==> config.mk <==
export PLATFORM = sky130hd
export DESIGN_NAME = spi_length_header_framer
export DESIGN_NICKNAME = d
export VERILOG_FILES = /design/src/sv/slhf_pkg.sv /design/src/sv/slhf_frame_ctrl.sv /design/src/sv/spi_length_header_framer.sv
export SDC_FILE = /design/constraint.sdc
export NUM_CORES = 1
export LEC_CHECK = 0
export ABC_AREA = 1
export BUFFER_PORTS_ARGS = -buffer_cell sky130_fd_sc_hd__buf_2
export CAP_MARGIN = 20
export CORE_MARGIN = 2
export CORE_UTILIZATION = 30
export DETAILED_ROUTE_END_ITERATION = 7
export HOLD_SLACK_MARGIN = 0.02
export PLACE_DENSITY = 0.46
export SLEW_MARGIN = 0
export SYNTH_ARGS = -nofsm -noshare
export SYNTH_HDL_FRONTEND = slang
export SYNTH_HIERARCHICAL = 1
export SYNTH_SLANG_ARGS = --single-unit
==> constraint.sdc <==
create_clock -name clk_i -period 14.6 [get_ports clk_i]
set_input_delay 0.73 -clock clk_i [delete_from_list [all_inputs] [get_ports clk_i]]
set_output_delay 0.73 -clock clk_i [all_outputs]
set_load 0.01 [all_outputs]
==> src/sv/slhf_pkg.sv <==
// ----------------------------------------------------------------------------
// slhf_pkg
// Types and constants shared by the SPI length header framer.
// ----------------------------------------------------------------------------
`default_nettype none

package slhf_pkg;

  typedef enum logic [1:0] {
    OP_START_WRITE = 2'd0,
    OP_PAYLOAD     = 2'd1,
    OP_START_READ  = 2'd2,
    OP_RX_BYTE     = 2'd3
  } op_e;

  typedef enum logic [1:0] {
    KIND_TX   = 2'd0,
    KIND_BODY = 2'd1,
    KIND_END  = 2'd2
  } kind_e;

  localparam logic [7:0]  CMD_WRITE   = 8'h01;
  localparam logic [7:0]  CMD_READ    = 8'h03;
  localparam logic [16:0] HDR_LEN     = 17'd5;
  localparam logic [16:0] LEN_HI_POS  = 17'd4;
  localparam int unsigned MAX_RESULTS = 6;
  localparam int unsigned CNT_W       = 3;

  typedef struct packed {
    logic [1:0]  opcode;
    logic [15:0] payload_length;
    logic [7:0]  data_byte;
  } in_item_t;

  typedef struct packed {
    logic [1:0] kind;
    logic [7:0] out_byte;
    logic       last;
  } out_item_t;

  typedef struct packed {
    logic [1:0] kind;
    logic [7:0] data;
  } res_t;

  typedef struct packed {
    res_t [MAX_RESULTS-1:0] res;
    logic [CNT_W-1:0]       cnt;
  } burst_t;

endpackage

`default_nettype wire

==> src/sv/slhf_frame_ctrl.sv <==
// ----------------------------------------------------------------------------
// slhf_frame_ctrl
// Frame state and per-transfer result list for write and read frames.
// ----------------------------------------------------------------------------
`default_nettype none

module slhf_frame_ctrl (
  input  wire logic              clk_i,
  input  wire logic              rst_ni,
  input  wire logic              accept_i,
  input  wire slhf_pkg::in_item_t item_i,
  output slhf_pkg::burst_t       burst_o
);

  typedef enum logic [1:0] {
    MODE_IDLE  = 2'd0,
    MODE_WRITE = 2'd1,
    MODE_RHDR  = 2'd2,
    MODE_RBODY = 2'd3
  } mode_e;

  mode_e       mode_q, mode_d;
  logic [15:0] payload_left_q, payload_left_d;
  logic        pad_needed_q, pad_needed_d;
  logic [16:0] rx_count_q, rx_count_d;
  logic [16:0] rx_expected_q, rx_expected_d;
  logic [7:0]  length_high_q, length_high_d;
  logic [15:0] fillers_left_q, fillers_left_d;

  logic        pad;
  logic [15:0] padded;
  logic [16:0] rx_inc;
  logic [16:0] sent_wr;
  logic [16:0] sent_rd;
  logic [15:0] body_size;

  assign pad       = ~item_i.payload_length[0];
  assign padded    = item_i.payload_length + {15'd0, pad};
  assign rx_inc    = rx_count_q + 17'd1;
  assign sent_wr   = rx_expected_q - {1'b0, payload_left_q} - {16'd0, pad_needed_q};
  assign sent_rd   = rx_expected_q - {1'b0, fillers_left_q};
  assign body_size = {length_high_q, item_i.data_byte};

  always_comb begin
    mode_d         = mode_q;
    payload_left_d = payload_left_q;
    pad_needed_d   = pad_needed_q;
    rx_count_d     = rx_count_q;
    rx_expected_d  = rx_expected_q;
    length_high_d  = length_high_q;
    fillers_left_d = fillers_left_q;
    burst_o        = '0;
    if (accept_i) begin
      case (item_i.opcode)
        slhf_pkg::OP_START_WRITE: begin
          if (mode_q == MODE_IDLE) begin
            payload_left_d  = item_i.payload_length;
            rx_count_d      = '0;
            rx_expected_d   = {1'b0, item_i.payload_length} + {16'd0, pad}
                              + slhf_pkg::HDR_LEN;
            mode_d          = MODE_WRITE;
            burst_o.res[0]  = '{kind: slhf_pkg::KIND_TX, data: slhf_pkg::CMD_WRITE};
            burst_o.res[1]  = '{kind: slhf_pkg::KIND_TX, data: padded[15:8]};
            burst_o.res[2]  = '{kind: slhf_pkg::KIND_TX, data: padded[7:0]};
            if (item_i.payload_length == 16'd0) begin
              pad_needed_d = 1'b0;
              burst_o.cnt  = 3'd6;
            end else begin
              pad_needed_d = pad;
              burst_o.cnt  = 3'd5;
            end
          end
        end
        slhf_pkg::OP_PAYLOAD: begin
          if (mode_q == MODE_WRITE && payload_left_q != 16'd0) begin
            payload_left_d = payload_left_q - 16'd1;
            burst_o.res[0] = '{kind: slhf_pkg::KIND_TX, data: item_i.data_byte};
            burst_o.cnt    = 3'd1;
            if (payload_left_d == 16'd0 && pad_needed_q) begin
              pad_needed_d = 1'b0;
              burst_o.cnt  = 3'd2;
            end
          end
        end
        slhf_pkg::OP_START_READ: begin
          if (mode_q == MODE_IDLE) begin
            rx_count_d     = '0;
            rx_expected_d  = slhf_pkg::HDR_LEN;
            length_high_d  = '0;
            fillers_left_d = '0;
            mode_d         = MODE_RHDR;
            burst_o.res[0] = '{kind: slhf_pkg::KIND_TX, data: slhf_pkg::CMD_READ};
            burst_o.cnt    = 3'd5;
          end
        end
        slhf_pkg::OP_RX_BYTE: begin
          case (mode_q)
            MODE_WRITE: begin
              if (rx_count_q < sent_wr) begin
                rx_count_d = rx_inc;
                if (rx_inc == rx_expected_q) begin
                  mode_d         = MODE_IDLE;
                  burst_o.res[0] = '{kind: slhf_pkg::KIND_END, data: 8'd0};
                  burst_o.cnt    = 3'd1;
                end
              end
            end
            MODE_RHDR: begin
              rx_count_d = rx_inc;
              if (rx_inc == slhf_pkg::LEN_HI_POS) begin
                length_high_d = item_i.data_byte;
              end else if (rx_inc == slhf_pkg::HDR_LEN) begin
                burst_o.cnt = 3'd1;
                if (body_size == 16'd0) begin
                  mode_d         = MODE_IDLE;
                  burst_o.res[0] = '{kind: slhf_pkg::KIND_END, data: 8'd0};
                end else begin
                  rx_expected_d  = {1'b0, body_size} + slhf_pkg::HDR_LEN;
                  fillers_left_d = body_size - 16'd1;
                  mode_d         = MODE_RBODY;
                end
              end
            end
            MODE_RBODY: begin
              if (rx_count_q < sent_rd) begin
                rx_count_d     = rx_inc;
                burst_o.res[0] = '{kind: slhf_pkg::KIND_BODY, data: item_i.data_byte};
                burst_o.cnt    = 3'd1;
                if (rx_inc == rx_expected_q) begin
                  mode_d         = MODE_IDLE;
                  burst_o.res[1] = '{kind: slhf_pkg::KIND_END, data: 8'd0};
                  burst_o.cnt    = 3'd2;
                end else if (fillers_left_q != 16'd0) begin
                  fillers_left_d = fillers_left_q - 16'd1;
                  burst_o.cnt    = 3'd2;
                end
              end
            end
            default: ;
          endcase
        end
        default: ;
      endcase
    end
  end

  always_ff @(posedge clk_i or negedge rst_ni) begin
    if (!rst_ni) begin
      mode_q         <= MODE_IDLE;
      payload_left_q <= '0;
      pad_needed_q   <= 1'b0;
      rx_count_q     <= '0;
      rx_expected_q  <= '0;
      length_high_q  <= '0;
      fillers_left_q <= '0;
    end else begin
      mode_q         <= mode_d;
      payload_left_q <= payload_left_d;
      pad_needed_q   <= pad_needed_d;
      rx_count_q     <= rx_count_d;
      rx_expected_q  <= rx_expected_d;
      length_high_q  <= length_high_d;
      fillers_left_q <= fillers_left_d;
    end
  end

endmodule

`default_nettype wire

==> src/sv/spi_length_header_framer.sv <==
// ----------------------------------------------------------------------------
// spi_length_header_framer
// Host-side SPI framing with a length header for write and read frames.
// ----------------------------------------------------------------------------
//   channel  | signals                            | carries
//   ---------+------------------------------------+--------------------------
//   in       | in_valid_i, in_ready_o, in_item_i  | opcode, length, byte
//   out      | out_valid_o, out_ready_i, out_item_o | kind, out_byte, last
//
// An input transfer loads its results (0 to 6) into a result queue that
// drives one result per cycle while out_ready_i is high. A transfer's
// results occupy the queue until the last one leaves; the next input is
// taken in the cycle the last result of the previous one leaves.
// Reset clears the frame state and empties the queue.
// A stalled output holds the head result and blocks further input.
// ----------------------------------------------------------------------------
`default_nettype none

module spi_length_header_framer (
  input  wire logic               clk_i,
  input  wire logic               rst_ni,
  input  wire logic               in_valid_i,
  output logic                    in_ready_o,
  input  wire slhf_pkg::in_item_t in_item_i,
  output logic                    out_valid_o,
  input  wire logic               out_ready_i,
  output slhf_pkg::out_item_t     out_item_o
);

  localparam int unsigned N = slhf_pkg::MAX_RESULTS;

  slhf_pkg::burst_t           burst;
  slhf_pkg::res_t [N-1:0]     res_q, res_d;
  logic [slhf_pkg::CNT_W-1:0] cnt_q, cnt_d;
  logic                       in_fire;
  logic                       out_fire;

  assign out_valid_o = (cnt_q != '0);
  assign out_fire    = out_valid_o & out_ready_i;
  assign in_ready_o  = (cnt_q == '0) | ((cnt_q == 3'd1) & out_ready_i);
  assign in_fire     = in_valid_i & in_ready_o;

  assign out_item_o.kind     = res_q[0].kind;
  assign out_item_o.out_byte = res_q[0].data;
  assign out_item_o.last     = (cnt_q == 3'd1);

  slhf_frame_ctrl u_frame_ctrl (
    .clk_i    (clk_i),
    .rst_ni   (rst_ni),
    .accept_i (in_fire),
    .item_i   (in_item_i),
    .burst_o  (burst)
  );

  always_comb begin
    res_d = res_q;
    cnt_d = cnt_q;
    if (out_fire) begin
      for (int i = 0; i < N - 1; i++) begin
        res_d[i] = res_q[i+1];
      end
      res_d[N-1] = '0;
      cnt_d      = cnt_q - 3'd1;
    end
    if (in_fire && burst.cnt != '0) begin
      res_d = burst.res;
      cnt_d = burst.cnt;
    end
  end

  always_ff @(posedge clk_i or negedge rst_ni) begin
    if (!rst_ni) begin
      cnt_q <= '0;
    end else begin
      cnt_q <= cnt_d;
    end
  end

  always_ff @(posedge clk_i) begin
    res_q <= res_d;
  end

endmodule

`default_nettype wire

==> results by group, run 1 <==
Finish
  – Non-filler instance count after layout: 2340
  – Fin util: 0.329
  – Area growth from synthesis to layout: 8.44%
  – NumNets Final: 1922
  – Layout cell share with drive strength beyond 1: 0.0670

Critical path
  – Slowest cell on crit path: buf_4
  – Reg2reg path depth: 33
  – Worst Path Buf+Inv: 6
  – CP required: 14.69 ns
  – CP dominant cell by count: nand2_1
  – Worst Path Max Fanout: 66
  – Reg-to-Reg End: res_q[45]
  – Crit path capture type: flip-flop
  – Worst r2r src: u_frame_ctrl/rx_expected_q[3]
  – Max incr delay on CP: 0.61 ns
  – Critical path type: flip-flop to flip-flop
  – Crit start category: flip-flop
  – Arrival @ worst endpoint: 6.06 ns
  – Crit-path leading delay family: simple AND/OR/NAND/NOR gates
  – R2r setup slk: 8.63 ns

Clock tree
  – Worst-skew pair later-pin latency: 0.46 ns
  – Cts bufs inserted: 17
  – H-tree depth: 4
  – Root Driver: clkbuf_16
  – Post-CTS setup buffers: 0
  – CTS tree: yes
  – Cts repair resizes: 0
  – Sink count of the clock tree: 140
  – Worst-case clock buffer depth: 2
  – Reg clk slew, reported paths: 0.07 ns
  – CTS Hold Buffers Added: 0

Floorplanning
  – Row Count: 74
  – Die Ht: 207 µm
  – Initial Utilization: 0.303
  – Width of the die: 207 µm
  – Core Area: 40700 µm²
  – I/O pin count: 43
  – Die area: 42800 µm²

Routing
  – Routed wire per std cell: 17.8 µm
  – DRC: 3
  – Final wirelength: 41600 µm
  – DRT antenna net count: 0
  – Vias per cell: 4.96
  – Vias post-DR: 11599
  – Drt first pass iters: 8
  – Drt initial violations: 1005

Synth
  – Post-synth ARST share: 0.571
  – Warnings, synthesis: 6
  – Yosys reg bits: 140
  – Post-synth top flop: dfrtp_1
  – Mapped Avg Cell Area: 6.94 µm²
  – EDFF count, synth: 60
  – Count of cell types in the netlist: 52
  – Post-Syn Area: 12400 µm²
  – Sequential area share after synthesis: 0.308
  – Cells after Synth: 1779

Timing
  – # setup viols final: 0
  – Fin. max-slew vios: 0
  – Unrepaired setup endpoints after global routing: false
  – Relative slew margins: 0.371
  – Setup TNS: 0 ns
  – Clk_skew: 0.0127 ns
  – WHS: 0.147 ns
  – Hold Violations, Final: 0
  – Period Utilization, post-route: 0.409
  – Fin crit period: 5.97 ns
  – Fmax: 0.168 GHz
  – Worst slew pin tran: 0.944 ns
  – Slack of the critical path: 8.63 ns

Power and ir drop
  – Combinational fraction of design power: 0.596
  – Pwr dens: 221 nW/µm²
  – Peak supply drop: 0.100 mV
  – P_sw: 1.51 mW
  – Switch share: 0.511
  – Clock power share: 0.149
  – Total internal power: 1.45 mW
  – Leak pwr: 6.42 nW
  – Reg power frac: 0.254

Global route
  – First-pass GRT wire length: 64500 µm
  – Vias in the first global route: 11101
  – Grt ovf: 0
  – Largest net degree at the start of global routing: 67
  – GRT Total Usage: 0.200
  – Initial antenna violation count: 0

Placement
  – DP Wirelength: 32100 µm
  – Placed Cells: 2307
  – Dpl ws: 8.64 ns
  – GP Congestion: 0.914
  – I/O Buffers: 42

Run status
  – Violated checks: design-rule violations
  – Status: finished, violations left

Job
  – Number of max-cap violations: 0

Worst hold path
  – Hold Crit Class: input port to asynchronous set/reset pin
-- power groups by stage --
stage	Sequential [mW]	Combinational [mW]	Clock, mW
6_report	0.754	1.77	0.443
4_1_cts	0.750	1.77	0.457
5_1_grt	0.772	2.05	0.471
3_5_place_dp	0.757	1.76	0
2_1_floorplan	0.678	1.36	0
3_3_place_gp	0.758	1.75	0
-- per-layer routing --
metal / track usage / vias up / wire length, µm / part of all wire
met5: 0 / - / 0 / 0
met4: 0.0600 / 0 / 924 / 0.022
met3: 0.0394 / 46 / 1950 / 0.047
met2: 0.321 / 272 / 19100 / 0.46
met1: 0.271 / 5468 / 19700 / 0.47
li1: - / 5813 / - / -
-- worst max path at each step --
stage / from / endpoint / cells after the start
4_1_cts: u_frame_ctrl/rx_expected_q[3] / res_q[53] / 33
3_5_place_dp: u_frame_ctrl/rx_expected_q[3] / out_item_o[1] / 33
3_3_place_gp: u_frame_ctrl/rx_expected_q[3] / out_item_o[1] / 33
5_1_grt: u_frame_ctrl/rx_expected_q[3] / res_q[57] / 33
2_1_floorplan: u_frame_ctrl/rx_expected_q[3] / cnt_q[0] / 34
6_report: u_frame_ctrl/rx_expected_q[3] / res_q[45] / 33
-- layout make-up --
class | instances | area, µm²
fillers | 4454 | 27300
multi-input cells | 1350 | 7190
clock inverters | 13 | 133
repair buffers | 51 | 280
well taps | 532 | 666
clock buffers | 19 | 443
inverters | 234 | 880
diodes | 1 | 2.50
flip-flops and latches | 140 | 3800
-- logic make-up (layout without fill, tap and decap cells) --
| logic type | Yosys count | after routing | share of synthesized area |
|---|---|---|---|
| DFF | 140 | 140 | 0.308 |
| other | 1 | 34 | 0.000304 |
| and+or+nand+nor | 928 | 928 | 0.329 |
| adders and majority gates | 98 | 98 | 0.101 |
| xor gates and xnor gates | 48 | 48 | 0.0340 |
| AOI/OAI and AO/OA | 243 | 243 | 0.107 |
| buffers and inverters | 321 | 317 | 0.121 |
-- registers in the layout (all words and copies together) (netlist names), 2 cells and up --
signal	count
out_item_o	10
u_frame_ctrl/fillers_left_q	16
u_frame_ctrl/rx_expected_q	17
cnt_q	3
u_frame_ctrl/payload_left_q	16
res_q	50
u_frame_ctrl/mode_q	2
u_frame_ctrl/rx_count_q	17
u_frame_ctrl/length_high_q	8
-- cell usage after synthesis, drive strengths merged, types with 3 or more instances --
| master | number | area share |
|---|---|---|
| o22ai | 5 | 0.0025 |
| o31ai | 8 | 0.0049 |
| nand4 | 41 | 0.023 |
| fa | 3 | 0.0049 |
| nor3 | 44 | 0.018 |
| a31oi | 3 | 0.0015 |
| nand3 | 163 | 0.069 |
| xor2 | 34 | 0.024 |
| dfrtp | 80 | 0.16 |
| o21ai | 122 | 0.049 |
| nand2 | 470 | 0.15 |
| o211ai | 7 | 0.0043 |
| ha | 95 | 0.096 |
| a21boi | 7 | 0.0052 |
| edfxtp | 60 | 0.15 |
| nor4 | 9 | 0.0046 |
| a21oi | 80 | 0.032 |
| xnor2 | 14 | 0.0099 |
| nor2 | 194 | 0.064 |
| clkbuf | 14 | 0.0043 |
| inv | 230 | 0.070 |
| buf | 73 | 0.045 |
| clkinv | 4 | 0.0013 |
| a211oi | 3 | 0.0018 |
| and2 | 3 | 0.0015 |
-- stage by stage --
stage	power, mW	cell area (µm²)
global placement	2.51	12800
floorplan	2.04	12500
global route	3.29	13400
CTS	2.98	13400
finish	2.96	13400
detailed placement	2.51	12800
-- layout by cell type, fill, tap and decap left out, drive strengths merged, types with 2 or more instances in the layout --
cell,netlist,final
nand2,470,470
inv,230,236
nor2,194,194
nand3,163,163
o21ai,122,122
ha,95,95
dfrtp,80,80
a21oi,80,80
edfxtp,60,60
buf,73,51
nor3,44,44
nand4,41,41
xor2,34,34
conb,1,33
clkbuf,14,19
xnor2,14,14
clkinv,4,10
nor4,9,9
o31ai,8,8
o211ai,7,7
a21boi,7,7
o22ai,5,5
a31oi,3,3
a211oi,3,3
and2,3,3
fa,3,3
nand3b,2,2
o21a,2,2
Power figures use the tool's default switching activity.
==> run 2: changes to the inputs <==
==> constraint.sdc (replaced) <==
create_clock -name clk_i -period 6.1 [get_ports clk_i]
set_input_delay 0.305 -clock clk_i [delete_from_list [all_inputs] [get_ports clk_i]]
set_output_delay 0.305 -clock clk_i [all_outputs]
set_load 0.01 [all_outputs]
==> results by group, run 2 (synthesis results as in run 1) <==
Run status
  – Status: complete, no violations (was finished, violations left)

Routing
  – Drt first pass iters: 5 (was 8)
  – Vias per cell: 4.90 (was 4.96)
  – DRC: 0 (was 3)
  – Final wirelength: 40100 µm (was 41600 µm)
  – Routed wire per std cell: 17.1 µm (was 17.8 µm)
  – Drt initial violations: 800 (was 1005)
  – DRT antenna net count: 0 (unchanged)
  – Vias post-DR: 11479 (was 11599)

Clock tree
  – Worst-skew pair later-pin latency: 0.46 ns (about the same)
  – H-tree depth: 4 (unchanged)
  – Cts bufs inserted: 17 (unchanged)
  – Worst-case clock buffer depth: 2 (unchanged)
  – Post-CTS setup buffers: 0 (unchanged)
  – Reg clk slew, reported paths: 0.07 ns (about the same)
  – CTS tree: yes (unchanged)
  – Root Driver: clkbuf_16 (unchanged)
  – Sink count of the clock tree: 140 (unchanged)

Power and ir drop
  – Switch share: 0.507 (was 0.511)
  – Total internal power: 3.49 mW (was 1.45 mW)
  – Pwr Total: 7.07 mW (was 2.96 mW)
  – Peak supply drop: 0.232 mV (was 0.100 mV)
  – P_sw: 3.58 mW (was 1.51 mW)
  – Leak pwr: 6.45 nW (was 6.42 nW)
  – Reg power frac: 0.255 (was 0.254)
  – Pwr dens: 526 nW/µm² (was 221 nW/µm²)
  – Clock power share: 0.153 (was 0.149)
  – Combinational fraction of design power: 0.592 (was 0.596)

Finish
  – Top flop regs: res_q (50), u_frame_ctrl/rx_count_q (17), u_frame_ctrl/rx_expected_q (17) (unchanged)
  – Largest register FFs: 50 (unchanged)
  – Area growth from synthesis to layout: 8.84% (was 8.44%)
  – Layout cell share with drive strength beyond 1: 0.0680 (was 0.0670)
  – Antenna Cells: 0 (was 1)
  – Most common cell after layout, fill and taps aside: nand2_1 (unchanged)
  – Fill cells: 4446 (was 4454)
  – NumNets Final: 1924 (was 1922)
  – Most frequent cells in the layout: nand2_1, inv_1, nor2_1 (unchanged)
  – Most flops, register: res_q (unchanged)

Timing
  – Unrepaired setup endpoints after global routing: false (unchanged)
  – Relative slew margins: 0.320 (was 0.371)
  – Worst slew pin tran: 1.02 ns (was 0.944 ns)
  – # setup viols final: 0 (unchanged)
  – Setup TNS: 0 ns (unchanged)
  – Hold Violations, Final: 0 (unchanged)
  – Fin crit period: 5.34 ns (was 5.97 ns)
  – Slack of the critical path: 0.759 ns (was 8.63 ns)
  – Period Utilization, post-route: 0.876 (was 0.409)
  – Clk_skew: 0.0128 ns (was 0.0127 ns)
  – Fmax: 0.187 GHz (was 0.168 GHz)
  – Fin. max-slew vios: 0 (unchanged)

Worst hold path
  – Hold Crit Class: input port to flip-flop (was input port to asynchronous set/reset pin)

Placement
  – DP Wirelength: 31300 µm (was 32100 µm)
  – I/O Buffers: 42 (unchanged)
  – Dpl ws: 0.543 ns (was 8.64 ns)
  – GP Congestion: 0.889 (was 0.914)

Global route
  – Initial antenna violation count: 0 (unchanged)
  – Vias in the first global route: 10961 (was 11101)
  – First-pass GRT wire length: 62400 µm (was 64500 µm)
  – GRT Total Usage: 0.194 (was 0.200)
  – Grt ovf: 0 (unchanged)
  – Largest net degree at the start of global routing: 63 (was 67)

Floorplanning
  – I/O pin count: 43 (unchanged)
  – Core Area: 40700 µm² (unchanged)
  – Die area: 42800 µm² (unchanged)
  – Initial Utilization: 0.303 (unchanged)
  – Width of the die: 207 µm (unchanged)
  – Die Ht: 207 µm (unchanged)
  – Row Count: 74 (unchanged)

Critical path
  – CP required: 6.22 ns (was 14.69 ns)
  – Critical path type: flip-flop to flip-flop (unchanged)
  – Worst Path Max Fanout: 24 (was 66)
  – Crit-path leading delay family: simple AND/OR/NAND/NOR gates (unchanged)
  – Slowest cell on crit path: dfrtp_1 (was buf_4)
  – Arrival @ worst endpoint: 5.46 ns (was 6.06 ns)
  – Max incr delay on CP: 0.45 ns (was 0.61 ns)
  – Worst Path Buf+Inv: 5 (was 6)
  – CP dominant cell by count: nand2_1 (unchanged)
  – Crit path capture type: flip-flop (unchanged)
  – Crit start category: flip-flop (unchanged)

Job
  – Number of max-cap violations: 0 (unchanged)
## run 2: layout make-up
class	count	area, µm²	area share
Timing Repair Buffer	53	314	0.0234
Clock inverter	15	169	0.0126
Inverter	234	880	0.0654
Clock buffer	17	425	0.0316
Sequential cell	140	3800	0.283
Tap cell	532	666	0.0495
Multi-Input combinational cell	1350	7190	0.535
## run 2: final timing paths
check | start | end | slack, ns | cells past startpoint
max reg2reg | u_frame_ctrl/rx_expected_q[3] | res_q[28] | 0.76 | 32
max in group asynchronous | rst_ni | u_frame_ctrl/length_high_q[7] | 4.69 | 3
max | u_frame_ctrl/rx_expected_q[3] | res_q[28] | 0.76 | 32
min in group asynchronous | rst_ni | u_frame_ctrl/rx_count_q[11] | 0.35 | 2
min reg2reg | u_frame_ctrl/fillers_left_q[6] | u_frame_ctrl/fillers_left_q[6] | 0.51 | 2
min | in_item_i[9] | u_frame_ctrl/payload_left_q[1] | 0.19 | 3
## run 2: repair_timing
action                                  CTS  global route
endpoints found under the setup margin    0            52
endpoints found under the hold margin    32             0
resized for setup                         0             3
hold buffers                              1             0
## run 2: metrics by stage
stage                     instances  hold slack, ns  utilization  cell area, µm²
after floorplan                1811         0.00941            -           12500
after global placement         2308           0.314        0.315           12800
after CTS                      2341           0.161        0.330           13400
final                          2341           0.187        0.330           13400
after detailed placement       2308           0.311        0.315           12800
after global routing           2341           0.198        0.330           13400
## run 2: power groups by stage
stage / logic, mW / clock network [mW] / registers [mW]
finish: 4.19 / 1.08 / 1.80
detailed placement: 4.16 / 0 / 1.81
floorplan: 3.26 / 0 / 1.62
CTS: 4.18 / 1.12 / 1.80
global route: 4.83 / 1.16 / 1.85
global placement: 4.10 / 0 / 1.82
## run 2: layer usage
layer	vias up	GRT usage	wire length, µm
met5	-	0	0
met1	5321	0.266	19000
li1	5823	-	-
met2	289	0.317	18500
met3	46	0.0290	1830
met4	0	0.0532	778
## run 2: tightest hold or removal path, cell delays in order
cell and delay [ns]:
buf_2 0.13, o211ai_1 0.10, o21ai_0 0.07
==> run 3: changes to the inputs <==
==> constraint.sdc (replaced) <==
create_clock -name clk_i -period 5.41 [get_ports clk_i]
set_input_delay 0.2705 -clock clk_i [delete_from_list [all_inputs] [get_ports clk_i]]
set_output_delay 0.2705 -clock clk_i [all_outputs]
set_load 0.01 [all_outputs]
==> results by group, run 3 (synthesis results as in run 1) <==
Clock tree
  – Worst-skew pair later-pin latency: 0.46 ns (about the same)
  – Cts bufs inserted: 17 (unchanged)
  – Root Driver: clkbuf_16 (unchanged)
  – Sink count of the clock tree: 140 (unchanged)
  – Reg clk slew, reported paths: 0.07 ns (about the same)
  – H-tree depth: 4 (unchanged)
  – Worst-case clock buffer depth: 2 (unchanged)
  – CTS tree: yes (unchanged)

Critical path
  – Worst r2r src: u_frame_ctrl/rx_expected_q[0] (was u_frame_ctrl/rx_expected_q[3])
  – Worst Path Max Fanout: 12 (was 24)
  – Crit path capture type: flip-flop (unchanged)
  – Max incr delay on CP: 0.44 ns (was 0.45 ns)
  – CP required: 5.56 ns (was 6.22 ns)
  – Reg-to-Reg End: res_q[50] (was res_q[28])
  – Crit start category: flip-flop (unchanged)
  – Slowest cell on crit path: dfrtp_1 (unchanged)
  – CP startpoint: u_frame_ctrl/rx_expected_q[0] (was u_frame_ctrl/rx_expected_q[3])
  – Arrival @ worst endpoint: 5.15 ns (was 5.46 ns)
  – R2r setup slk: 0.41 ns (was 0.76 ns)
  – Reg2reg path depth: 28 (was 32)
  – Critical path type: flip-flop to flip-flop (unchanged)
  – CP dominant cell by count: nand2_1 (unchanged)

Global route
  – Grt ovf: 0 (unchanged)
  – Initial antenna violation count: 0 (unchanged)
  – Largest net degree at the start of global routing: 61 (was 63)
  – GRT Total Usage: 0.194 (about the same)
  – First-pass GRT wire length: 62000 µm (was 62400 µm)
  – Vias in the first global route: 10753 (was 10961)

Placement
  – DP Wirelength: 31600 µm (was 31300 µm)
  – GP Congestion: 0.924 (was 0.889)
  – Dpl cell area: 13000 µm² (was 12800 µm²)
  – Placed Cells: 2324 (was 2308)
  – I/O Buffers: 42 (unchanged)
  – Dpl ws: 0.182 ns (was 0.543 ns)

Finish
  – Most common cell after layout, fill and taps aside: nand2_1 (unchanged)
  – Top flop regs: res_q (50), u_frame_ctrl/rx_count_q (17), u_frame_ctrl/rx_expected_q (17) (unchanged)
  – NumNets Final: 1942 (was 1924)
  – Largest register FFs: 50 (unchanged)
  – Antenna Cells: 0 (unchanged)
  – Design area: 13600 µm² (was 13400 µm²)
  – Most frequent cells in the layout: nand2_1, inv_1, nor2_1 (unchanged)
  – Non-filler instance count after layout: 2359 (was 2341)
  – Multi-input gate area: 7210 µm² (was 7190 µm²)
  – Register area: 3800 µm² (unchanged)
  – Most flops, register: res_q (unchanged)
  – Layout cell share with drive strength beyond 1: 0.0794 (was 0.0680)
  – Fill cells: 4478 (was 4446)
  – Fin util: 0.335 (was 0.330)
  – Area growth from synthesis to layout: 10.4% (was 8.84%)

Routing
  – DRT antenna net count: 0 (unchanged)
  – Vias per cell: 4.87 (was 4.90)
  – Drt first pass iters: 6 (was 5)
  – Final wirelength: 40400 µm (was 40100 µm)
  – Drt initial violations: 883 (was 800)
  – Routed wire per std cell: 17.1 µm (about the same)
  – DRC: 0 (unchanged)
  – Vias post-DR: 11500 (was 11479)

Timing
  – Fin crit period: 5.00 ns (was 5.34 ns)
  – Clk_skew: 0.0129 ns (was 0.0128 ns)
  – Fmax: 0.200 GHz (was 0.187 GHz)
  – # setup viols final: 0 (unchanged)
  – Worst slew pin tran: 0.830 ns (was 1.02 ns)
  – Period Utilization, post-route: 0.924 (was 0.876)
  – WHS: 0.182 ns (was 0.187 ns)
  – Slack of the critical path: 0.411 ns (was 0.759 ns)
  – Fin. max-slew vios: 0 (unchanged)
  – Relative slew margins: 0.447 (was 0.320)
  – Unrepaired setup endpoints after global routing: true (was false)
  – Hold Violations, Final: 0 (unchanged)

Power and ir drop
  – Leak pwr: 6.55 nW (was 6.45 nW)
  – Pwr dens: 598 nW/µm² (was 526 nW/µm²)
  – Peak supply drop: 0.268 mV (was 0.232 mV)

Floorplanning
  – Row Count: 74 (unchanged)
  – Initial Utilization: 0.303 (unchanged)
  – Width of the die: 207 µm (unchanged)
  – Die area: 42800 µm² (unchanged)
  – Die Ht: 207 µm (unchanged)
  – Core Area: 40700 µm² (unchanged)
  – I/O pin count: 43 (unchanged)

Worst hold path
  – Worst Min Path Start: in_item_i[9] (unchanged)
  – Hold Path End: u_frame_ctrl/payload_left_q[1] (unchanged)
  – Hold Crit Class: input port to flip-flop (unchanged)
  – Worst hold path cell count: 3 (unchanged)

Job
  – Number of max-cap violations: 0 (unchanged)

Run status
  – Status: complete, no violations (unchanged)
run 3: cell count changes in the layout (fill, tap and decap cells not counted), sizes merged:
cell / previous run / this run
buf: 52 / 69
clkbuf: 17 / 18
clkinv: 7 / 8
inv: 241 / 240
run 3: repair_timing:
action,CTS,global route
resized for setup,0,14
buffers inserted,0,1
hold buffers,1,0
hold endpoints to repair,36,0
setup endpoints to repair,0,113
run 3: layout make-up:
| type | instances | area share |
|---|---|---|
| tap | 532 | 0.0488 |
| clock buffer | 17 | 0.0312 |
| timing repair buffer | 71 | 0.0351 |
| sequential | 140 | 0.279 |
| multi-input combinational | 1350 | 0.529 |
| inverter | 234 | 0.0645 |
| clock inverter | 15 | 0.0127 |
run 3: worst max path at each step:
stage	cells after the start	end	slack, ns
3_3_place_gp	32	out_item_o[5]	0.21
6_report	28	res_q[50]	0.41
3_5_place_dp	32	res_q[16]	0.18
5_1_grt	35	cnt_q[2]	-0.02
2_1_floorplan	31	out_item_o[10]	0.39
4_1_cts	32	res_q[24]	0.15
run 3: critical path: cells and delay by family, from the launching register on:
family          cells  cell delay (ns)
simple gates       13             1.57
compound gates      7             1.19
fa+ha+maj           3             0.86
buf+inv             4             0.49
flops               1             0.44
xor+xnor            1             0.15
run 3: metal layers:
metal / wire length, µm / up-vias / GRT usage
met5: 0 / - / 0
met3: 1720 / 39 / 0.0290
met4: 887 / 0 / 0.0623
met1: 19300 / 5343 / 0.269
met2: 18500 / 257 / 0.310
li1: - / 5861 / -
run 3: through the flow:
stage / power, mW / TNS [ns]
finish: 8.15 / 0
global route: 9.06 / -0.0454
CTS: 8.10 / 0
detailed placement: 6.82 / 0
global placement: 6.79 / 0
floorplan: 5.50 / 0
run 3: power breakdown:
| part | switching (mW) | total (mW) | internal, mW | leakage, nW |
|---|---|---|---|---|
| clock network | 0.570 | 1.23 | 0.660 | 0.294 |
| registers | 0.450 | 2.01 | 1.56 | 1.60 |
| logic | 3.06 | 4.91 | 1.85 | 4.65 |
